===== src/otg_pkg.sv =====
// ----------------------------------------------------------------------------
// otg_pkg
// Shared types and constants for the multi-level over-temperature guard.
// ----------------------------------------------------------------------------
package otg_pkg;

    typedef enum logic [1:0] {
        LVL_NORMAL = 2'd0,
        LVL_WARN   = 2'd1,
        LVL_DERATE = 2'd2,
        LVL_STOP   = 2'd3
    } t_level;

    typedef struct packed {
        logic [15:0] warn_threshold;
        logic [15:0] derate_threshold;
        logic [15:0] stop_threshold;
        logic [15:0] recover_threshold;
        logic [15:0] confirm_ms;
    } t_cfg;

    typedef struct packed {
        t_level      internal_level;
        t_level      reported_level;
        logic [31:0] time_base;
    } t_chan_state;

    // Input beat layout, highest field first
    typedef struct packed {
        logic [3:0]  pad;
        logic [31:0] now_ms;
        logic [15:0] temperature;
        logic [3:0]  channel;
    } t_sample;

    localparam int CFG_IDX_W = 3;
    localparam logic [CFG_IDX_W-1:0] CFG_WARN    = 3'd0;
    localparam logic [CFG_IDX_W-1:0] CFG_DERATE  = 3'd1;
    localparam logic [CFG_IDX_W-1:0] CFG_STOP    = 3'd2;
    localparam logic [CFG_IDX_W-1:0] CFG_RECOVER = 3'd3;
    localparam logic [CFG_IDX_W-1:0] CFG_CONFIRM = 3'd4;

    localparam logic [15:0] WARN_RESET    = 16'd85;
    localparam logic [15:0] DERATE_RESET  = 16'd95;
    localparam logic [15:0] STOP_RESET    = 16'd105;
    localparam logic [15:0] RECOVER_RESET = 16'd75;
    localparam logic [15:0] CONFIRM_RESET = 16'd5000;

    // Valid samples lie strictly between these limits
    localparam logic signed [16:0] TEMP_MAX_LIMIT = 17'sd1000;
    localparam logic signed [16:0] TEMP_MIN_LIMIT = -17'sd50;

endpackage


===== src/otg_cfg_regs.sv =====
// ----------------------------------------------------------------------------
// otg_cfg_regs
// Threshold and confirm-time registers behind a plain write port.
// ----------------------------------------------------------------------------
module otg_cfg_regs (
    input  logic                          i_clk,
    input  logic                          i_rst_n,
    input  logic                          i_cfg_we,
    input  logic [otg_pkg::CFG_IDX_W-1:0] i_cfg_idx,
    input  logic [15:0]                   i_cfg_wdata,
    output otg_pkg::t_cfg                 o_cfg
);

    otg_pkg::t_cfg r_cfg;

    always_ff @(posedge i_clk) begin
        if (!i_rst_n) begin
            r_cfg.warn_threshold    <= otg_pkg::WARN_RESET;
            r_cfg.derate_threshold  <= otg_pkg::DERATE_RESET;
            r_cfg.stop_threshold    <= otg_pkg::STOP_RESET;
            r_cfg.recover_threshold <= otg_pkg::RECOVER_RESET;
            r_cfg.confirm_ms        <= otg_pkg::CONFIRM_RESET;
        end else if (i_cfg_we) begin
            unique case (i_cfg_idx)
                otg_pkg::CFG_WARN:    r_cfg.warn_threshold    <= i_cfg_wdata;
                otg_pkg::CFG_DERATE:  r_cfg.derate_threshold  <= i_cfg_wdata;
                otg_pkg::CFG_STOP:    r_cfg.stop_threshold    <= i_cfg_wdata;
                otg_pkg::CFG_RECOVER: r_cfg.recover_threshold <= i_cfg_wdata;
                otg_pkg::CFG_CONFIRM: r_cfg.confirm_ms        <= i_cfg_wdata;
                default: ; // drop writes beyond the register list
            endcase
        end
    end

    assign o_cfg = r_cfg;

endmodule


===== src/otg_level_logic.sv =====
// ----------------------------------------------------------------------------
// otg_level_logic
// Per-sample decision: range check, hold timing and level transitions.
// ----------------------------------------------------------------------------
module otg_level_logic (
    input  logic                 i_chan_ok,
    input  logic [15:0]          i_temperature,
    input  logic [31:0]          i_now_ms,
    input  otg_pkg::t_cfg        i_cfg,
    input  otg_pkg::t_chan_state i_state,
    output otg_pkg::t_chan_state o_state,
    output logic                 o_state_we,
    output otg_pkg::t_level      o_level,
    output logic                 o_rejected
);

    logic signed [16:0] t_ext;
    logic signed [16:0] warn_ext;
    logic signed [16:0] derate_ext;
    logic signed [16:0] stop_ext;
    logic signed [16:0] recov_ext;
    logic               range_bad;
    logic               went_back;
    logic [31:0]        base;
    logic [31:0]        elapsed;
    logic               held;
    logic               above_warn;
    logic               above_derate;
    logic               above_stop;
    logic               at_recover;
    otg_pkg::t_chan_state nxt;

    always_comb begin
        t_ext      = {i_temperature[15], i_temperature};
        warn_ext   = {1'b0, i_cfg.warn_threshold};
        derate_ext = {1'b0, i_cfg.derate_threshold};
        stop_ext   = {1'b0, i_cfg.stop_threshold};
        recov_ext  = {1'b0, i_cfg.recover_threshold};

        range_bad  = (t_ext >= otg_pkg::TEMP_MAX_LIMIT) || (t_ext <= otg_pkg::TEMP_MIN_LIMIT);

        // Timestamp went backwards: restart the time base at now
        went_back  = i_now_ms < i_state.time_base;
        base       = went_back ? i_now_ms : i_state.time_base;
        elapsed    = i_now_ms - base;
        held       = elapsed > {16'd0, i_cfg.confirm_ms};

        above_warn   = t_ext > warn_ext;
        above_derate = t_ext > derate_ext;
        above_stop   = t_ext > stop_ext;
        at_recover   = t_ext <= recov_ext;

        nxt           = i_state;
        nxt.time_base = base;

        unique case (i_state.internal_level)
            otg_pkg::LVL_NORMAL: begin
                if (above_warn) begin
                    nxt.internal_level = otg_pkg::LVL_WARN;
                end
                nxt.reported_level = otg_pkg::LVL_NORMAL;
                nxt.time_base      = i_now_ms;
            end
            otg_pkg::LVL_WARN: begin
                priority if (above_derate) begin
                    nxt.internal_level = otg_pkg::LVL_DERATE;
                    nxt.time_base      = i_now_ms;
                end else if (above_warn) begin
                    if (held) begin
                        nxt.reported_level = otg_pkg::LVL_WARN;
                        nxt.time_base      = i_now_ms;
                    end
                end else if (at_recover) begin
                    if (held) begin
                        nxt.internal_level = otg_pkg::LVL_NORMAL;
                        nxt.reported_level = otg_pkg::LVL_NORMAL;
                        nxt.time_base      = i_now_ms;
                    end
                end else begin
                    // hysteresis band: hold
                end
            end
            otg_pkg::LVL_DERATE: begin
                priority if (above_stop) begin
                    nxt.internal_level = otg_pkg::LVL_STOP;
                    nxt.time_base      = i_now_ms;
                end else if (above_derate) begin
                    if (held) begin
                        nxt.reported_level = otg_pkg::LVL_DERATE;
                        nxt.time_base      = i_now_ms;
                    end
                end else if (!above_warn) begin
                    if (held) begin
                        nxt.internal_level = otg_pkg::LVL_WARN;
                        nxt.reported_level = otg_pkg::LVL_WARN;
                        nxt.time_base      = i_now_ms;
                    end
                end else begin
                    // between warn and derate: hold
                end
            end
            otg_pkg::LVL_STOP: begin
                priority if (above_stop) begin
                    if (held) begin
                        nxt.reported_level = otg_pkg::LVL_STOP;
                        nxt.time_base      = i_now_ms;
                    end
                end else if (!above_derate) begin
                    if (held) begin
                        nxt.internal_level = otg_pkg::LVL_DERATE;
                        nxt.reported_level = otg_pkg::LVL_DERATE;
                        nxt.time_base      = i_now_ms;
                    end
                end else begin
                    // between derate and stop: hold
                end
            end
            default: ;
        endcase

        o_state    = nxt;
        o_state_we = i_chan_ok && !range_bad;
        o_rejected = !o_state_we;
        o_level    = o_state_we ? nxt.reported_level : otg_pkg::LVL_STOP;
    end

endmodule


===== src/multi_level_overtemp_guard.sv =====
// ----------------------------------------------------------------------------
// multi_level_overtemp_guard
// Four-level over-temperature protection with per-channel hold timing.
//
//   port group   dir  fields (lowest bit first)
//   s_axis       in   tdata: channel[3:0], temperature[19:4], now_ms[51:20]
//   m_axis       out  tdata: level[1:0]; tuser: rejected
//   cfg          in   write enable, register index, 16-bit data
//
// One sample per cycle sustained while m_axis is not stalled; a sample passes
// through the input register, then the result register. The per-channel
// state update is a read-modify-write between the two registers.
// Reset is synchronous, active low, and returns all channels to normal.
// A stall on m_axis holds both registers; s_axis keeps taking a beat while
// the input register is empty or moving on.
// ----------------------------------------------------------------------------
module multi_level_overtemp_guard #(
    parameter int NUM_CHANNELS = 2
) (
    input  logic                          i_clk,
    input  logic                          i_rst_n,
    input  logic                          i_s_axis_tvalid,
    output logic                          o_s_axis_tready,
    // channel, temperature, now_ms, zero pad
    input  logic [55:0]                   i_s_axis_tdata,
    output logic                          o_m_axis_tvalid,
    input  logic                          i_m_axis_tready,
    // level, zero pad
    output logic [7:0]                    o_m_axis_tdata,
    // rejected
    output logic                          o_m_axis_tuser,
    input  logic                          i_cfg_we,
    input  logic [otg_pkg::CFG_IDX_W-1:0] i_cfg_idx,
    input  logic [15:0]                   i_cfg_wdata
);

    localparam int CH_W = (NUM_CHANNELS > 1) ? $clog2(NUM_CHANNELS) : 1;

    otg_pkg::t_cfg        cfg;
    otg_pkg::t_sample     r_in;
    logic                 r_in_valid;
    logic                 r_out_valid;
    otg_pkg::t_level      r_out_level;
    logic                 r_out_rejected;
    otg_pkg::t_chan_state r_state [NUM_CHANNELS];

    logic                 out_free;
    logic                 advance;
    logic                 chan_ok;
    logic [CH_W-1:0]      ch_idx;
    otg_pkg::t_chan_state cur_state;
    otg_pkg::t_chan_state nxt_state;
    logic                 state_we;
    otg_pkg::t_level      res_level;
    logic                 res_rejected;

    otg_cfg_regs u_cfg (
        .i_clk       (i_clk),
        .i_rst_n     (i_rst_n),
        .i_cfg_we    (i_cfg_we),
        .i_cfg_idx   (i_cfg_idx),
        .i_cfg_wdata (i_cfg_wdata),
        .o_cfg       (cfg)
    );

    assign out_free        = !r_out_valid || i_m_axis_tready;
    assign advance         = r_in_valid && out_free;
    assign o_s_axis_tready = !r_in_valid || out_free;

    assign chan_ok = r_in.channel < 4'(NUM_CHANNELS);
    assign ch_idx  = r_in.channel[CH_W-1:0];

    always_comb begin
        cur_state = '0;
        for (int i = 0; i < NUM_CHANNELS; i++) begin
            if (ch_idx == CH_W'(i)) begin
                cur_state = r_state[i];
            end
        end
    end

    otg_level_logic u_logic (
        .i_chan_ok     (chan_ok),
        .i_temperature (r_in.temperature),
        .i_now_ms      (r_in.now_ms),
        .i_cfg         (cfg),
        .i_state       (cur_state),
        .o_state       (nxt_state),
        .o_state_we    (state_we),
        .o_level       (res_level),
        .o_rejected    (res_rejected)
    );

    // Input register
    always_ff @(posedge i_clk) begin
        if (!i_rst_n) begin
            r_in_valid <= 1'b0;
        end else if (o_s_axis_tready) begin
            r_in_valid <= i_s_axis_tvalid;
        end
    end

    always_ff @(posedge i_clk) begin
        if (o_s_axis_tready && i_s_axis_tvalid) begin
            r_in <= otg_pkg::t_sample'(i_s_axis_tdata);
        end
    end

    // Result register
    always_ff @(posedge i_clk) begin
        if (!i_rst_n) begin
            r_out_valid <= 1'b0;
        end else if (out_free) begin
            r_out_valid <= r_in_valid;
        end
    end

    always_ff @(posedge i_clk) begin
        if (advance) begin
            r_out_level    <= res_level;
            r_out_rejected <= res_rejected;
        end
    end

    // Channel state: commit an accepted sample's state as it moves to the result register
    always_ff @(posedge i_clk) begin
        if (!i_rst_n) begin
            for (int i = 0; i < NUM_CHANNELS; i++) begin
                r_state[i] <= '{internal_level: otg_pkg::LVL_NORMAL,
                                reported_level: otg_pkg::LVL_NORMAL,
                                time_base:      32'd0};
            end
        end else if (advance && state_we) begin
            for (int i = 0; i < NUM_CHANNELS; i++) begin
                if (ch_idx == CH_W'(i)) begin
                    r_state[i] <= nxt_state;
                end
            end
        end
    end

    assign o_m_axis_tvalid = r_out_valid;
    assign o_m_axis_tdata  = {6'd0, r_out_level};
    assign o_m_axis_tuser  = r_out_rejected;

endmodule


===== config.mk =====
export PLATFORM = sky130hd
export DESIGN_NAME = multi_level_overtemp_guard
export DESIGN_NICKNAME = d
export VERILOG_FILES = /design/src/otg_pkg.sv /design/src/otg_cfg_regs.sv /design/src/otg_level_logic.sv /design/src/multi_level_overtemp_guard.sv
export SDC_FILE = /design/constraint.sdc
export NUM_CORES = 1
export LEC_CHECK = 0
export BUFFER_PORTS_ARGS = -buffer_cell sky130_fd_sc_hd__buf_2
export CAP_MARGIN = 25
export CORE_ASPECT_RATIO = 1.25
export CORE_UTILIZATION = 60
export CTS_BUF_LIST = sky130_fd_sc_hd__clkbuf_2 sky130_fd_sc_hd__clkbuf_4 sky130_fd_sc_hd__clkbuf_8
export CTS_CLUSTER_SIZE = 16
export DETAILED_ROUTE_END_ITERATION = 8
export PLACE_DENSITY = 0.79
export SYNTH_ARGS = -nofsm -noshare
export SYNTH_HDL_FRONTEND = slang
export SYNTH_SLANG_ARGS = --single-unit

===== constraint.sdc =====
create_clock -name i_clk -period 14.3 [get_ports i_clk]
set_input_delay 0.715 -clock i_clk [delete_from_list [all_inputs] [get_ports i_clk]]
set_output_delay 0.715 -clock i_clk [all_outputs]
set_load 0.01 [all_outputs]

==> summary.txt <==
Run status
  • Status: complete, no violations

Pwr
  • Total power: 1670 uW
  • Clock network fraction of total power: 0.365
  • Sequential Power Share: 0.406
  • PD cells: 111 nW/um2
  • Peak supply drop: 82.2 uV
  • Comb power frac: 0.229
  • Leakage: 0.00603 uW
  • Net Sw Frac: 0.303
  • Internal power: 1170 uW
  • Net Switching: 507 uW

Clocking
  • Clk sinks: 209
  • Post-cts gate resize count: 0
  • Post-CTS Setup Repair Bufs: 0
  • Hold Buf Count CTS: 0
  • CTS clk-pin slew, worst paths: 0.06 ns
  • Clock buffer depth: 3
  • Number of CTS-inserted buffers: 37
  • H-tree levels: 2
  • CTS tree: done
  • Clk Latency, worst-skew pair: 0.57 ns
  • Root buffer cell: clkbuf_8

Route
  • DR pass1 iterations: 7
  • # DRC: 0
  • Vias post-DR: 11100
  • Post-Route WL: 34.5 mm
  • Average vias per placed instance: 6.12
  • Wirelength per Cell: 19.1 um
  • DRT iter0 DRCs: 642
  • ANT nets after route: 0

Timing
  • Worst Tran Pin Value: 0.956 ns
  • Final Cycle Share: 0.649
  • Final-report hold violation count: 0
  • Final min period: 9.29 ns
  • Clock Skews: 0.0418 ns
  • RSZ-0062 raised after global routing: false
  • Rel. slew slack: 0.357
  • Fin Setup TNS: 0 ns
  • Setup ws final: 5.01 ns
  • Final setup viols: 0
  • Max Freq: 108 MHz
  • Final number of max-transition violations: 0
  • Fin Hold WS: 0.321 ns

GRT
  • Global-route wire length before repair: 54.2 mm
  • Initial antenna violation count: 0
  • Total global routing overflow: 0
  • Largest net degree at the start of global routing: 83
  • GR Util All Layers: 0.300
  • Number of global-route vias before repair: 10800

Die
  • Io pins: 91
  • Core area: 22300 um2
  • Number of cell rows: 61
  • Die width: 137 um
  • Die Y: 171 um
  • DIE AREA: 23400 um2
  • Starting Density: 0.613

Place
  • Post-Place Worst Slack: 5.27 ns
  • Buffers on Ports: 80
  • Post-Place Cell Area: 14200 um2
  • HPWL Detailed: 24.7 mm
  • Final Wtd Congestion: 0.939

Cells and area
  • Most frequent cells in the layout: nand2_1, ha_1, inv_1
  • Most common cell after layout, fill and taps aside: nand2_1
  • Layout cells sized above 1: 0.140
  • ANT cells: 0
  • Design area: 15000 um2
  • Layout area overhead: 10.1%
  • Layout Nets: 1724

Critical path
  • Reg2reg end: r_state[0][58]$_DFFE_PP_
  • Startpoint Class: flop
  • Critical path arrival: 9.56 ns
  • Slowest-stage cell, CP: or4b_1
  • Crit Path Category: flop to flop
  • Req. time, crit path: 14.57 ns
  • Worst path max stage delay: 0.66 ns
  • Worst R2R Path Depth: 30
  • Critical path endpoint category: flop
  • Worst-path maximum fanout: 43
  • Reg2Reg Launch Point: ch_idx$_DFFE_PP_
  • R2r setup slk: 5.01 ns

Run
  • Max-cap viol count: 0

Logic synthesis
  • Share of the synthesized area in the top cell type: 0.279
  • Synth unique cells: 73
  • Number of synthesized flops with an enable pin: 127
  • Synth top area cells: edfxtp_1, ha_1, dfxtp_1
  • Yosys Warn Count: 0
  • Dominant cell type by area after synthesis: edfxtp_1
  • Syn Area/Cell: 9.54 um2
  • Cells after Synth: 1431
  • Post-Syn Area: 13700 um2
  • Sequential area share after synthesis: 0.399
  • Post-synthesis register bit count: 209
  • Dominant synthesized flop cell: edfxtp_1
  • Synth async-reset ratio: 0

Min path
  • Min-delay worst type: input pin to flop
  • Hold path start: i_s_axis_tdata[7]
  • Hold Path Cell Cnt: 1
  • Hold endpoint: r_in[7]$_DFFE_PP_
[layout make-up]
type	instances	area, um2
multi-input cells	1029	7440
fillers	1844	7260
flip-flops and latches	209	5460
clock buffers	53	654
inverters	129	484
repair buffers	91	483
well taps	283	354
clock inverters	13	156
[cells by family (layout without fill, tap and decap cells)]
kind of cell / after synthesis / count (layout) / share of synthesized area
and+or+nand+nor: 411 / 411 / 0.145
AOI/OAI and AO/OA: 374 / 374 / 0.194
DFF: 209 / 209 / 0.399
buffers and inverters: 198 / 286 / 0.0583
adders and majority gates: 147 / 147 / 0.135
muxes: 75 / 75 / 0.0581
xor gates and xnor gates: 16 / 16 / 0.0103
other: 1 / 6 / 0.000275
[through the flow]
stage,util,instances
global route,0.674,1807
detailed placement,0.638,1741
finish,0.674,1807
global placement,0.638,1741
floorplan,-,1436
CTS,0.674,1807
[routing by layer]
| metal | GRT usage | wire length (um) | vias to the layer above |
|---|---|---|---|
| li1 | - | - | 5374 |
| met1 | 0.343 | 13700 | 5215 |
| met2 | 0.522 | 17000 | 343 |
| met3 | 0.0453 | 1770 | 129 |
| met4 | 0.186 | 1950 | 0 |
| met5 | 0 | 0 | - |
[registers in the layout, summed over array words and instances, names as in the netlist]
register / cells
ch_idx: 1
o_m_axis_tuser: 1
o_m_axis_tvalid: 1
r_in: 51
r_in_valid: 1
r_out_level: 2
r_state: 72
u_cfg.o_cfg: 80
[power groups by stage]
stage / Sequential (uW) / Combinational, uW / Clock, uW
after floorplan: 685 / 279 / 0
after global placement: 691 / 365 / 0
after detailed placement: 691 / 374 / 0
after CTS: 679 / 379 / 619
after global routing: 681 / 423 / 644
final: 679 / 383 / 611
[worst max path at each step]
| stage | startpoint | end | cells past startpoint |
|---|---|---|---|
| CTS | ch_idx$_DFFE_PP_ | r_state[0][58]$_DFFE_PP_ | 30 |
| detailed placement | ch_idx$_DFFE_PP_ | r_state[0][58]$_DFFE_PP_ | 30 |
| global placement | ch_idx$_DFFE_PP_ | r_state[0][22]$_DFFE_PP_ | 30 |
| finish | ch_idx$_DFFE_PP_ | r_state[0][58]$_DFFE_PP_ | 30 |
| floorplan | ch_idx$_DFFE_PP_ | r_state[0][13]$_DFFE_PP_ | 34 |
| global route | ch_idx$_DFFE_PP_ | r_state[0][52]$_DFFE_PP_ | 32 |
[critical path: cells and delay by family (launching register included)]
family	cells	cell delay [ns]
mux	1	0.42
compound gates	12	3.66
xor+xnor	1	0.20
simple gates	8	2.02
flops	1	0.32
buf+inv	4	1.12
fa+ha+maj	4	1.20
[Yosys cell counts (6+ instances only)]
cell type and count:
a2111oi_0 6, a211oi_1 14, a21boi_0 61, a21o_1 26, a21oi_1 83, a221oi_1 7, a31oi_1 6, and2_1 7
and3_1 21, buf_1 6, buf_2 10, buf_4 6, clkbuf_1 43, dfxtp_1 82, edfxtp_1 127, ha_1 146
inv_1 129, mux2_2 34, mux2i_1 41, nand2_1 200, nand2b_1 11, nand3_1 18, nand3b_1 6, nand4_1 43
nor2_1 43, nor2b_1 15, nor3_1 11, nor4_1 9, o211ai_1 34, o21a_1 27, o21ai_0 41, o31ai_1 12
o31ai_2 11, or4_1 6, xnor2_1 11
Power figures use the tool's default switching activity.
